`config.mk`:
```
export PLATFORM = sky130hd
export DESIGN_NAME = standard_atmosphere_air_data
export DESIGN_NICKNAME = d
export VERILOG_FILES = /design/src/rtl/sad_pkg.sv /design/src/rtl/sad_lookup.sv /design/src/rtl/sad_sqrt.sv /design/src/rtl/sad_speed.sv /design/src/rtl/standard_atmosphere_air_data.sv
export VERILOG_INCLUDE_DIRS = /design/src /design/src/rtl
export SDC_FILE = /design/constraint.sdc
export NUM_CORES = 2
export LEC_CHECK = 0
export ABC_AREA = 1
export BUFFER_PORTS_ARGS = -buffer_cell sky130_fd_sc_hd__buf_2
export CORE_ASPECT_RATIO = 1.75
export CORE_MARGIN = 2
export CORE_UTILIZATION = 55
export DETAILED_ROUTE_END_ITERATION = 12
export PLACE_DENSITY = 0.74
export SETUP_SLACK_MARGIN = 0.3
export SLEW_MARGIN = 10
export SYNTH_ARGS = -nofsm -noshare
export SYNTH_HDL_FRONTEND = slang
export SYNTH_SLANG_ARGS = --single-unit
```
`constraint.sdc`:
```
create_clock -name clk -period 7.8 [get_ports clk]
set_input_delay 2.34 -clock clk [delete_from_list [all_inputs] [get_ports clk]]
set_output_delay 2.34 -clock clk [all_outputs]
set_load 0.02 [all_outputs]
```
`src/rtl/assert_macros.svh`:
```
// Assertion macros used by the top-level RTL file.
`ifndef ASSERT_MACROS_SVH
`define ASSERT_MACROS_SVH
`ifndef SYNTHESIS
`define SAD_ASSERT(lbl, clk, rst, prop, msg) \
  lbl: assert property (@(posedge clk) disable iff (rst) prop) else $error(msg);
`define SAD_ASSERT_NR(lbl, clk, prop, msg) \
  lbl: assert property (@(posedge clk) prop) else $error(msg);
`else
`define SAD_ASSERT(lbl, clk, rst, prop, msg)
`define SAD_ASSERT_NR(lbl, clk, prop, msg)
`endif
`endif

```
`src/rtl/sad_pkg.sv`:
```
// Types, constants and atmosphere tables for the air data pipeline.
`timescale 1ns / 1ps
package sad_pkg;

  localparam int TABLE_POINTS = 21;
  localparam int AFB = 8;
  localparam int IDX_W = $clog2(TABLE_POINTS);
  localparam logic [12:0] ALT_TOP = 13'((TABLE_POINTS - 1) << AFB);
  localparam logic [IDX_W-1:0] IDX_TOP = IDX_W'(TABLE_POINTS - 1);

  localparam logic [1:0] ACT_GIVEN = 2'd1;
  localparam logic [1:0] ACT_MACH = 2'd2;
  localparam logic [1:0] STAT_GIVEN = 2'd0;
  localparam logic [1:0] STAT_MACH = 2'd1;
  localparam logic [1:0] STAT_INVALID = 2'd2;

  localparam logic [14:0] TAB_TEMP [TABLE_POINTS] = '{
    15'd18442, 15'd18026, 15'd17610, 15'd17194, 15'd16778, 15'd16362, 15'd15946,
    15'd15530, 15'd15114, 15'd14698, 15'd14282, 15'd13866, 15'd13866, 15'd13866,
    15'd13866, 15'd13866, 15'd13866, 15'd13866, 15'd13866, 15'd13866, 15'd13866};
  localparam logic [15:0] TAB_PRESS [TABLE_POINTS] = '{
    16'd41503, 16'd36813, 16'd32563, 16'd28722, 16'd25256, 16'd22138, 16'd19340,
    16'd16837, 16'd14603, 16'd12616, 16'd10854, 16'd9298, 16'd7946, 16'd6791,
    16'd5804, 16'd4961, 16'd4241, 16'd3625, 16'd3099, 16'd2649, 16'd2265};
  localparam logic [14:0] TAB_DENS [TABLE_POINTS] = '{
    15'd20070, 15'd18214, 15'd16490, 15'd14895, 15'd13420, 15'd12060, 15'd10809,
    15'd9658, 15'd8615, 15'd7653, 15'd6775, 15'd5977, 15'd5110, 15'd4368,
    15'd3734, 15'd3192, 15'd2728, 15'd2331, 15'd1994, 15'd1704, 15'd1457};

  localparam logic [14:0] TEMP_TOP = TAB_TEMP[TABLE_POINTS-1];

  typedef struct packed {
    logic [AFB-1:0] frac;
    logic [14:0]    t0;
    logic [14:0]    t1;
    logic [15:0]    p0;
    logic [15:0]    p1;
    logic [14:0]    d0;
    logic [14:0]    d1;
    logic [14:0]    temp;
    logic [15:0]    press;
    logic [14:0]    dens;
    logic [31:0]    rem;
    logic [31:0]    res;
    logic [30:0]    sbit;
    logic [33:0]    acc;
    logic [12:0]    sound;
    logic [1:0]     action;
    logic [16:0]    given;
    logic [15:0]    mach;
    logic           clamped;
  } pipe_t;

  // (y0*(1-f) + y1*f) with round half up
  function automatic logic [15:0] interp(input logic [15:0] y0, input logic [15:0] y1,
                                         input logic [AFB-1:0] f);
    logic [AFB:0] omf;
    logic [AFB+16:0] sum;
    omf = (AFB+1)'(1 << AFB) - {1'b0, f};
    sum = ({{(AFB+1){1'b0}}, y0} * {16'd0, omf}) + ({{(AFB+1){1'b0}}, y1} * {17'd0, f})
        + (AFB+17)'(1 << (AFB - 1));
    return sum[AFB+15:AFB];
  endfunction

endpackage

```
`src/rtl/sad_lookup.sv`:
```
// Altitude clamp, table lookup and linear interpolation (two stages).
`timescale 1ns / 1ps
module sad_lookup import sad_pkg::*; (
  input  logic        clk,
  input  logic        rst,
  input  logic        in_valid,
  output logic        in_ready,
  input  logic [12:0] altitude,
  input  logic [1:0]  action,
  input  logic [16:0] speed_given,
  input  logic [15:0] mach,
  output logic        out_valid,
  input  logic        out_ready,
  output pipe_t       out_d
);

  logic va, vb, rdy_a, rdy_b;
  pipe_t da, db, da_next, db_next;
  logic [12:0] alt_c;
  logic [IDX_W-1:0] idx, idx1;

  assign rdy_b = !vb || out_ready;
  assign rdy_a = !va || rdy_b;
  assign in_ready = rdy_a;

  always_comb begin
    alt_c = (altitude > ALT_TOP) ? ALT_TOP : altitude;
    idx = alt_c[12:AFB];
    idx1 = (idx == IDX_TOP) ? idx : idx + IDX_W'(1);
    da_next = '0;
    da_next.frac = alt_c[AFB-1:0];
    da_next.t0 = TAB_TEMP[idx];
    da_next.t1 = TAB_TEMP[idx1];
    da_next.p0 = TAB_PRESS[idx];
    da_next.p1 = TAB_PRESS[idx1];
    da_next.d0 = TAB_DENS[idx];
    da_next.d1 = TAB_DENS[idx1];
    da_next.action = action;
    da_next.given = speed_given;
    da_next.mach = mach;
    da_next.clamped = (altitude > ALT_TOP);
  end

  always_comb begin
    db_next = da;
    db_next.temp = 15'(interp({1'b0, da.t0}, {1'b0, da.t1}, da.frac));
    db_next.press = interp(da.p0, da.p1, da.frac);
    db_next.dens = 15'(interp({1'b0, da.d0}, {1'b0, da.d1}, da.frac));
    // sqrt(temp * 65536) starts here
    db_next.rem = {1'b0, db_next.temp, 16'd0};
    db_next.res = '0;
    db_next.sbit = 31'(1) << 30;
  end

  always_ff @(posedge clk) begin
    if (rst) begin
      va <= 1'b0;
      vb <= 1'b0;
    end else begin
      if (rdy_a) va <= in_valid;
      if (rdy_b) vb <= va;
    end
  end

  always_ff @(posedge clk) begin
    if (rdy_a && in_valid) da <= da_next;
    if (rdy_b && va) db <= db_next;
  end

  assign out_valid = vb;
  assign out_d = db;

endmodule

```
`src/rtl/sad_sqrt.sv`:
```
// One square root stage: four result bits per register stage.
`timescale 1ns / 1ps
module sad_sqrt import sad_pkg::*; (
  input  logic  clk,
  input  logic  rst,
  input  logic  in_valid,
  output logic  in_ready,
  input  pipe_t in_d,
  output logic  out_valid,
  input  logic  out_ready,
  output pipe_t out_d
);

  logic v;
  pipe_t d, d_next;
  logic [32:0] trial;

  assign in_ready = !v || out_ready;

  always_comb begin
    trial = '0;
    d_next = in_d;
    for (int k = 0; k < 4; k++) begin
      trial = {1'b0, d_next.res} + {2'b0, d_next.sbit};
      if ({1'b0, d_next.rem} >= trial) begin
        d_next.rem = d_next.rem - trial[31:0];
        d_next.res = (d_next.res >> 1) + {1'b0, d_next.sbit};
      end else begin
        d_next.res = d_next.res >> 1;
      end
      d_next.sbit = d_next.sbit >> 2;
    end
  end

  always_ff @(posedge clk) begin
    if (rst) v <= 1'b0;
    else if (in_ready) v <= in_valid;
  end

  always_ff @(posedge clk) begin
    if (in_ready && in_valid) d <= d_next;
  end

  assign out_valid = v;
  assign out_d = d;

endmodule

```
`src/rtl/sad_speed.sv`:
```
// Sound speed scaling, Mach product and speed selection (five stages).
`timescale 1ns / 1ps
module sad_speed import sad_pkg::*; (
  input  logic        clk,
  input  logic        rst,
  input  logic        in_valid,
  output logic        in_ready,
  input  pipe_t       in_d,
  output logic        out_valid,
  input  logic        out_ready,
  output logic [14:0] temperature,
  output logic [15:0] pressure,
  output logic [14:0] density,
  output logic [12:0] sound_speed,
  output logic [16:0] true_speed,
  output logic [1:0]  speed_status,
  output logic        altitude_clamped
);

  logic [4:0] v;
  logic [4:0] rdy;
  pipe_t d [5];
  pipe_t n [5];
  logic [24:0] sum_q;
  logic [15:0] q9;
  logic [13:0] q5;
  logic [29:0] tv_sum;
  logic [17:0] tvq;
  logic [16:0] tv;
  logic [1:0] st;

  assign rdy[4] = !v[4] || out_ready;
  assign rdy[3] = !v[3] || rdy[4];
  assign rdy[2] = !v[2] || rdy[3];
  assign rdy[1] = !v[1] || rdy[2];
  assign rdy[0] = !v[0] || rdy[1];
  assign in_ready = rdy[0];

  always_comb begin
    // s*401
    n[0] = in_d;
    n[0].acc = {18'd0, in_d.res[15:0]} * 34'd401;
    // (x + 1280) / 2560 = ((x + 1280) >> 9) / 5, /5 by reciprocal
    n[1] = d[0];
    sum_q = d[0].acc[24:0] + 25'd1280;
    q9 = sum_q[24:9];
    n[1].acc = {18'd0, q9} * 34'd209716;
    n[2] = d[1];
    q5 = d[1].acc[33:20];
    n[2].sound = q5[13] ? 13'h1FFF : q5[12:0];
    n[3] = d[2];
    n[3].acc = {21'd0, d[2].sound} * {18'd0, d[2].mach};
    n[4] = d[3];
  end

  always_comb begin
    tv_sum = {1'b0, d[3].acc[28:0]} + 30'd2048;
    tvq = tv_sum[29:12];
    tv = tvq[17] ? 17'h1FFFF : tvq[16:0];
    if (d[3].action == ACT_GIVEN) begin
      st = STAT_GIVEN;
      tv = d[3].given;
    end else if (d[3].action == ACT_MACH) begin
      st = STAT_MACH;
    end else begin
      st = STAT_INVALID;
      tv = '0;
    end
  end

  always_ff @(posedge clk) begin
    if (rst) begin
      v <= '0;
    end else begin
      if (rdy[0]) v[0] <= in_valid;
      for (int i = 1; i < 5; i++) begin
        if (rdy[i]) v[i] <= v[i-1];
      end
    end
  end

  always_ff @(posedge clk) begin
    if (rdy[0] && in_valid) d[0] <= n[0];
    for (int i = 1; i < 5; i++) begin
      if (rdy[i] && v[i-1]) d[i] <= n[i];
    end
    if (rdy[4] && v[3]) begin
      true_speed <= tv;
      speed_status <= st;
    end
  end

  assign out_valid = v[4];
  assign temperature = d[4].temp;
  assign pressure = d[4].press;
  assign density = d[4].dens;
  assign sound_speed = d[4].sound;
  assign altitude_clamped = d[4].clamped;

endmodule

```
`src/rtl/standard_atmosphere_air_data.sv`:
```
// Top level of the standard atmosphere air data pipeline.
// Input channel: in_valid/in_ready with altitude (1/256 km), action,
// speed_given (1/16 m/s) and mach (Q4.12). Output channel: out_valid/
// out_ready with temperature, pressure, density, sound_speed, true_speed,
// speed_status and altitude_clamped, one result item per input item.
// Eleven register stages: two for the table lookup and interpolation,
// four for the 16-bit square root at four bits per stage, five for sound
// speed scaling and the Mach product. out_valid rises when the item
// reaches the last stage register. Throughput is one item per cycle
// while out_ready is high; each stage register holds its item until
// the next stage takes it.
// Reset clears all stage valid bits; no results are pending after reset.
// When the receiver stalls, the last stage holds its item and the stages
// behind it keep filling, so in_ready stays high until every stage is
// full. Altitudes above 20 km are clamped and flagged. Actions other than
// given speed or Mach return status invalid with zero true_speed.
`timescale 1ns / 1ps
`include "assert_macros.svh"
module standard_atmosphere_air_data import sad_pkg::*; (
  input  logic        clk,
  input  logic        rst,
  input  logic        in_valid,
  output logic        in_ready,
  input  logic [12:0] altitude,
  input  logic [1:0]  action,
  input  logic [16:0] speed_given,
  input  logic [15:0] mach,
  output logic        out_valid,
  input  logic        out_ready,
  output logic [14:0] temperature,
  output logic [15:0] pressure,
  output logic [14:0] density,
  output logic [12:0] sound_speed,
  output logic [16:0] true_speed,
  output logic [1:0]  speed_status,
  output logic        altitude_clamped
);

  logic [4:0] sv;
  logic [4:0] sr;
  pipe_t sd [5];
  logic status_ok;
  logic invalid_out;
  logic clamp_out;

  sad_lookup u_lookup (
    .clk, .rst, .in_valid, .in_ready, .altitude, .action, .speed_given, .mach,
    .out_valid(sv[0]), .out_ready(sr[0]), .out_d(sd[0])
  );

  for (genvar g = 0; g < 4; g++) begin : g_sqrt
    sad_sqrt u_sqrt (
      .clk, .rst,
      .in_valid(sv[g]), .in_ready(sr[g]), .in_d(sd[g]),
      .out_valid(sv[g+1]), .out_ready(sr[g+1]), .out_d(sd[g+1])
    );
  end

  sad_speed u_speed (
    .clk, .rst,
    .in_valid(sv[4]), .in_ready(sr[4]), .in_d(sd[4]),
    .out_valid, .out_ready, .temperature, .pressure, .density, .sound_speed,
    .true_speed, .speed_status, .altitude_clamped
  );

  assign status_ok = (speed_status == STAT_GIVEN) || (speed_status == STAT_MACH) ||
                     (speed_status == STAT_INVALID);
  assign invalid_out = out_valid && (speed_status == STAT_INVALID);
  assign clamp_out = out_valid && altitude_clamped;

  `SAD_ASSERT(a_status_code, clk, rst, out_valid |-> status_ok, "bad status")
  `SAD_ASSERT(a_invalid_zero, clk, rst, invalid_out |-> (true_speed == '0), "invalid with speed")
  `SAD_ASSERT(a_clamp_temp, clk, rst, clamp_out |-> (temperature == TEMP_TOP), "clamp not at top")
  `SAD_ASSERT_NR(a_reset_empty, clk, rst |=> !out_valid, "output valid after reset")

endmodule
```
; After elaboration in Yosys (flattened, before gate mapping)
; Memory sizes are Yosys's and may differ from the RTL's. A register that Yosys moved wholly into a read port is not among the register bits.
; Index checks and enable logic that the tools add are counted.
[word_totals]
ff_bits = 1240
word_cells = 276
romBits = 2944
in_bits = 52
ramBits = 1620
latch_bits = 0
memories = 7
[memory_table]
columns = memory, words, word_bits, rd, rd_ports_with_merged_regs, write_ports, line_no
row1 = u_speed.d, 5, 324, 5, 0, 5, sad_speed.sv:22  ; pipe_t d [5];
row2 = (name not given), 32, 16, 1, 1, 0, sad_lookup.sv:34  ; da_next.p0 = TAB_PRESS[idx];
row3 = (name not given), 32, 16, 1, 1, 0, sad_lookup.sv:35  ; da_next.p1 = TAB_PRESS[idx1];
row4 = (name not given), 32, 15, 1, 1, 0, sad_lookup.sv:32  ; da_next.t0 = TAB_TEMP[idx];
row5 = (name not given), 32, 15, 1, 1, 0, sad_lookup.sv:33  ; da_next.t1 = TAB_TEMP[idx1];
row6 = (name not given), 32, 15, 1, 1, 0, sad_lookup.sv:36  ; da_next.d0 = TAB_DENS[idx];
row7 = +1 memories, --, --, --, --, --, --
[classes]
div_mod_pow = 0
eq_ne = 3
n_bitwise = 2
n_reduce_logical = 33
multipliers = 9
shifts = 0
mux = 49
n_addsub = 56
n_lt_le_gt_ge = 17
[op_table]
columns = op, n
row1 = $mux 32, 27
row2 = $ge 32x33->1, 15
row3 = $sub 32x32->32, 15
row4 = $mux 31, 5
row5 = $mux 17, 3
row6 = $add 23x23->23, 2
row7 = $add 23x8->23 const B, 2
row8 = $mul 15x8->23, 2
row9 = $mul 15x9->23, 2
row10 = $add 32x1->33 const B, 1
row11 = $add 32x11->33 const B, 1
row12 = $add 32x13->33 const B, 1
row13 = $add 32x15->33 const B, 1
row14 = $add 32x17->33 const B, 1
row15 = $add 32x19->33 const B, 1
row16 = $add 32x21->33 const B, 1
row17 = $add 32x23->33 const B, 1
row18 = $add 32x25->33 const B, 1
row19 = $add 32x27->33 const B, 1
row20 = $add 32x29->33 const B, 1
row21 = $add 32x3->33 const B, 1
row22 = $add 32x5->33 const B, 1
row23 = $add 32x7->33 const B, 1
row24 = $add 32x9->33 const B, 1
row25 = other kinds (40), 81

; Logic depth before layout (Yosys ltp)
[logic_depth]
word_depth = 13
ltp_mapped = 52
mapped_depth_nobuf = 47

; By module
; Synthesis repeated with hierarchy kept, for this count alone.
[unflattened]
cells_unflattened = 21754
hier_area_um2 = 185610.5
[by_module_without_submodules]
columns = mod, cells_each, instances, area_each_um2, seq_area_each_um2
row1 = sad_lookup, 4207, 1, 37181.9, 8868.5
row2 = sad_sqrt (g_sqrt[2].u_sqrt), 3724, 1, 29842.4, 9509.1
row3 = sad_sqrt (g_sqrt[0].u_sqrt), 3746, 1, 29829.9, 9509.1
row4 = sad_sqrt (g_sqrt[3].u_sqrt), 3728, 1, 29614.7, 9509.1
row5 = sad_speed, 2624, 1, 29579.6, 14093.5
row6 = sad_sqrt (g_sqrt[1].u_sqrt), 3725, 1, 29562.1, 9509.1

; Least setup slack after synthesis
; No wires, ideal clock.
[synth_path]
path_type = input port to flip-flop
start = input port out_ready
end = register g_sqrt[1].u_sqrt.d (netlist bit g_sqrt[1].u_sqrt.out_d[0]) (enable)
t_required_ps = 7226
slack_ps = -335
path_buffers = 0
arrival_time_ps = 7560
setup_time_ps = 574
cell_stages = 16
path_cell_list = nor2_1 -> inv_1 -> nor2_1 -> inv_1 -> nor2_1 -> inv_1 -> nor2_1 -> inv_1 -> nor2_1 -> inv_1 -> nor2_1 -> inv_1 -> nor2_1 -> inv_1 -> nor2_1 -> nor2_1
[synth_between]
elab_chain_len = 9
[synth_lines]
columns = element, line_no
row1 = from (decl), standard_atmosphere_air_data.sv:29  ; input logic out_ready,
row2 = $logic_or 1x1->1, sad_speed.sv:32  ; assign rdy[4] = !v[4] || out_ready;
row3 = $logic_or 1x1->1, sad_speed.sv:33  ; assign rdy[3] = !v[3] || rdy[4];
row4 = $logic_or 1x1->1, sad_speed.sv:34  ; assign rdy[2] = !v[2] || rdy[3];
row5 = $logic_or 1x1->1, sad_speed.sv:35  ; assign rdy[1] = !v[1] || rdy[2];
row6 = $logic_or 1x1->1, sad_speed.sv:36  ; assign rdy[0] = !v[0] || rdy[1];
row7 = $logic_or 1x1->1 (3 in a row), sad_sqrt.sv:18  ; assign in_ready = !v || out_ready;
row8 = $logic_and 1x1->1, sad_sqrt.sv:41  ; if (in_ready && in_valid) d <= d_next;
row9 = to (signal assigned), sad_sqrt.sv:41
row10 = to (decl), sad_sqrt.sv:15  ; pipe_t d, d_next;
; Every way passes these cells.
; A chain may end at the register's enable or synchronous reset.

==> reports/qor.yml <==
status: "complete, no violations"
hpwl_microns: 170800
crit_type: "reg -> reg"
dpl.cell_count: 10329
slew_viol_final: 0
placed_area_sq_um: 87380
dominantRegCellSynth: "edfxtp_1"
synth_edf_count: 1086
grt_pass1_wl_microns: 328800
synthArstFlopShare_pct: 0
port_buffers: 132
hold_viol_final: 0
worstSetupEndpointType: "flop"
finalCriticalPeriod_ns: 7.329
hold_path.class: "reg -> reg"
crit_arrival_ns: 7.76
initial_utilization_pct: 55.44
drtPass1Iterations: 8
synth-seq-cells: 1097
first_global_vias: 60493
grt_max_degree: 125
seq_area_sq_um: 32830
cts.clk_slew.worst_paths_ns: 0.07
cts_tree: "yes"
place_congestion: 0.9947
syn_nets: 9745
ir_worst_vdd_uv: 906.3
rows: 188
viasPerCell: 5.341
syn_area_per_cell_sq_um: 10.18
slew_headroom_pct: 23.66
worstPathRequired_ns: 8.23
die_w_microns: 298.0
worst_slew_pin_slew_ns: 1.127
p_total_w: 0.04439
ys_seq_area_share_pct: 39.46
fill_cells: 12431
multi_input_area_sq_um: 42670
max_freq_mhz: 136.5
clk_latency_ns: 0.75
io_pins: 133
htree_levels: 3
synth.distinct_cells: 75
cts.sinks: 1097
crit_slowest_cell: "fa_1"
vias: 56302
coreArea_sq_um: 150100
cts_inserted_buffers: 96
synth_commonest_cells: "inv_1 (1862), nand2_1 (1621), edfxtp_1 (1086)"
final_area_sq_um: 91390
max_stage_delay_ns: 0.56
synth.most_common_cell: "inv_1"
root_buffer: "clkbuf_16"
yosys.area.top_type: "edfxtp_1"
min_period_over_period_pct: 93.96
final_cells: 10541
cp_common_cell: "fa_1"
final_layout_size_suffix_gt1_share_pct: 10.12
cap_violations: 0
area_delta_synth_final_pct: 9.844
drc: 0
synth_compound_area_share_pct: 4.190
syn-cell-area_sq_um: 83200
fin_util_pct: 60.90
setup_tns_ns: 0
dieArea_sq_um: 154500
synthMuxAreaShare_pct: 0
nets: 10039
first_iter_violations: 3035
yosys-top-cells-area: "edfxtp_1 (39%), fa_1 (20%), ha_1 (10%)"
total_leakage_power_nw: 43.42
synth_adder_area_share_pct: 30.43
dieHeight_microns: 518.5
wirelength_microns: 212900
setup_viol: 0
syn-instance-count: 8172
crit_fanout: 5
antenna_found_initial: 4
ys.warnings.count: 0
synthXorXnorAreaFrac_pct: 2.526
wl_per_cell_microns: 20.20
power_density_nw_per_um2: 485.8
synth_top_family_by_area: "adder cells"
synth-simple-area-share_pct: 13.61
ant_nets: 0
synth_top_area_share_pct: 39.20
finClkSkew_ns: 0.06561
rsz0062_at_grt: "yes"
grt_overflow: 0
clk_path_buf_depth: 3
grt_util_all_layers_pct: 27.93
cp-start-kind: "flop"
stage by stage:
step,setup WS [ns],hold slack (ns)
detailed placement,0.1285,0.4045
global route,0.1193,0.3883
finish,0.4715,0.3781
CTS,0.3142,0.3792
floorplan,0.3240,0.4003
global placement,0.2709,0.4002
per-layer routing:
metal / vias to the layer above / global-route usage, % / wire (microns)
met5: - / 0 / 23
met4: 4 / 24.02 / 21230
met3: 836 / 3.216 / 8607
met2: 1791 / 52.28 / 115100
met1: 27475 / 26.84 / 67930
li1: 26196 / - / -
power by group:
group,total [W],internal (W),switching (W)
combinational,0.0307,0.0129,0.0178
sequential,0.00882,0.00848,0.000342
clock,0.00492,0.00270,0.00222
flip-flops by register name, indices dropped and copies added, names as in the netlist:
signal,flops
u_lookup.va,1
u_speed.v,5
u_speed.d,447
u_speed.true_speed,17
u_lookup.da,124
u_lookup.out_d,82
u_lookup.out_valid,1
g_sqrt.u_sqrt.out_d,414
u_speed.speed_status,2
g_sqrt.u_sqrt.out_valid,4
timing repair:
action / in CTS / in global routing
resized for setup: 20 / 121
hold endpoints to repair: 0 / 0
cloned: 0 / 2
endpoints found under the setup margin: 9 / 59
setup buffers: 3 / 29
hold buffers: 0 / 0
pin swaps: 1 / 31
worst paths after layout:
| kind | start | end | slack, ns | cells after the start |
|---|---|---|---|---|
| worst max register to register | u_lookup.da[316]$_SDFFCE_PP0P_ | u_lookup.out_d[191]$_DFFE_PP_ | 0.47 | 35 |
| worst min register to register | g_sqrt[0].u_sqrt.out_d[189]$_DFFE_PP_ | g_sqrt[1].u_sqrt.out_d[189]$_DFFE_PP_ | 0.38 | 0 |
| worst min-delay path | g_sqrt[0].u_sqrt.out_d[189]$_DFFE_PP_ | g_sqrt[1].u_sqrt.out_d[189]$_DFFE_PP_ | 0.38 | 0 |
| worst max-delay path | u_lookup.da[316]$_SDFFCE_PP0P_ | u_lookup.out_d[191]$_DFFE_PP_ | 0.47 | 35 |
worst max-delay path, delay by kind of cell (launching register included):
family                   cells  cell delay [ns]
AO/OA/AOI/OAI                7             0.96
flip-flops                   1             0.43
AND/OR/NAND/NOR             11             1.33
buffers and inverters        8             0.69
adder cells (fa/ha/maj)      8             3.47
XOR/XNOR                     1             0.14
placed cells by master, fill, tap and decap left out, types with 48 or more instances in the layout:
cell type and count:
inv_1 1842, nand2_1 1613, edfxtp_1 1086, fa_1 838
ha_1 663, nor2_1 407, buf_4 269, nand3_1 230
a21oi_1 223, o21ai_0 191, buf_2 132, xor2_1 128
xnor2_1 112, clkbuf_16 97, nand4_1 69, nand2_2 48
area by class of cell:
cell class                      instances  area share [%]
Clock inverter                         62          0.8653
Antenna cell                            1        0.002738
Multi-Input combinational cell       4962           46.69
Timing Repair inverter                  1        0.008214
Timing Repair Buffer                  415           3.209
Sequential cell                      1097           35.92
Inverter                             1893           7.839
Tap cell                             1995           2.731
Clock buffer                          115           2.729
kinds of logic after synthesis:
kind of cell | Yosys count
adders and majority gates | 1521
xor gates and xnor gates | 240
and+or+nand+nor | 2588
buffers and inverters | 2113
AOI/OAI and AO/OA | 613
DFF | 1097
Power figures use the tool's default switching activity.
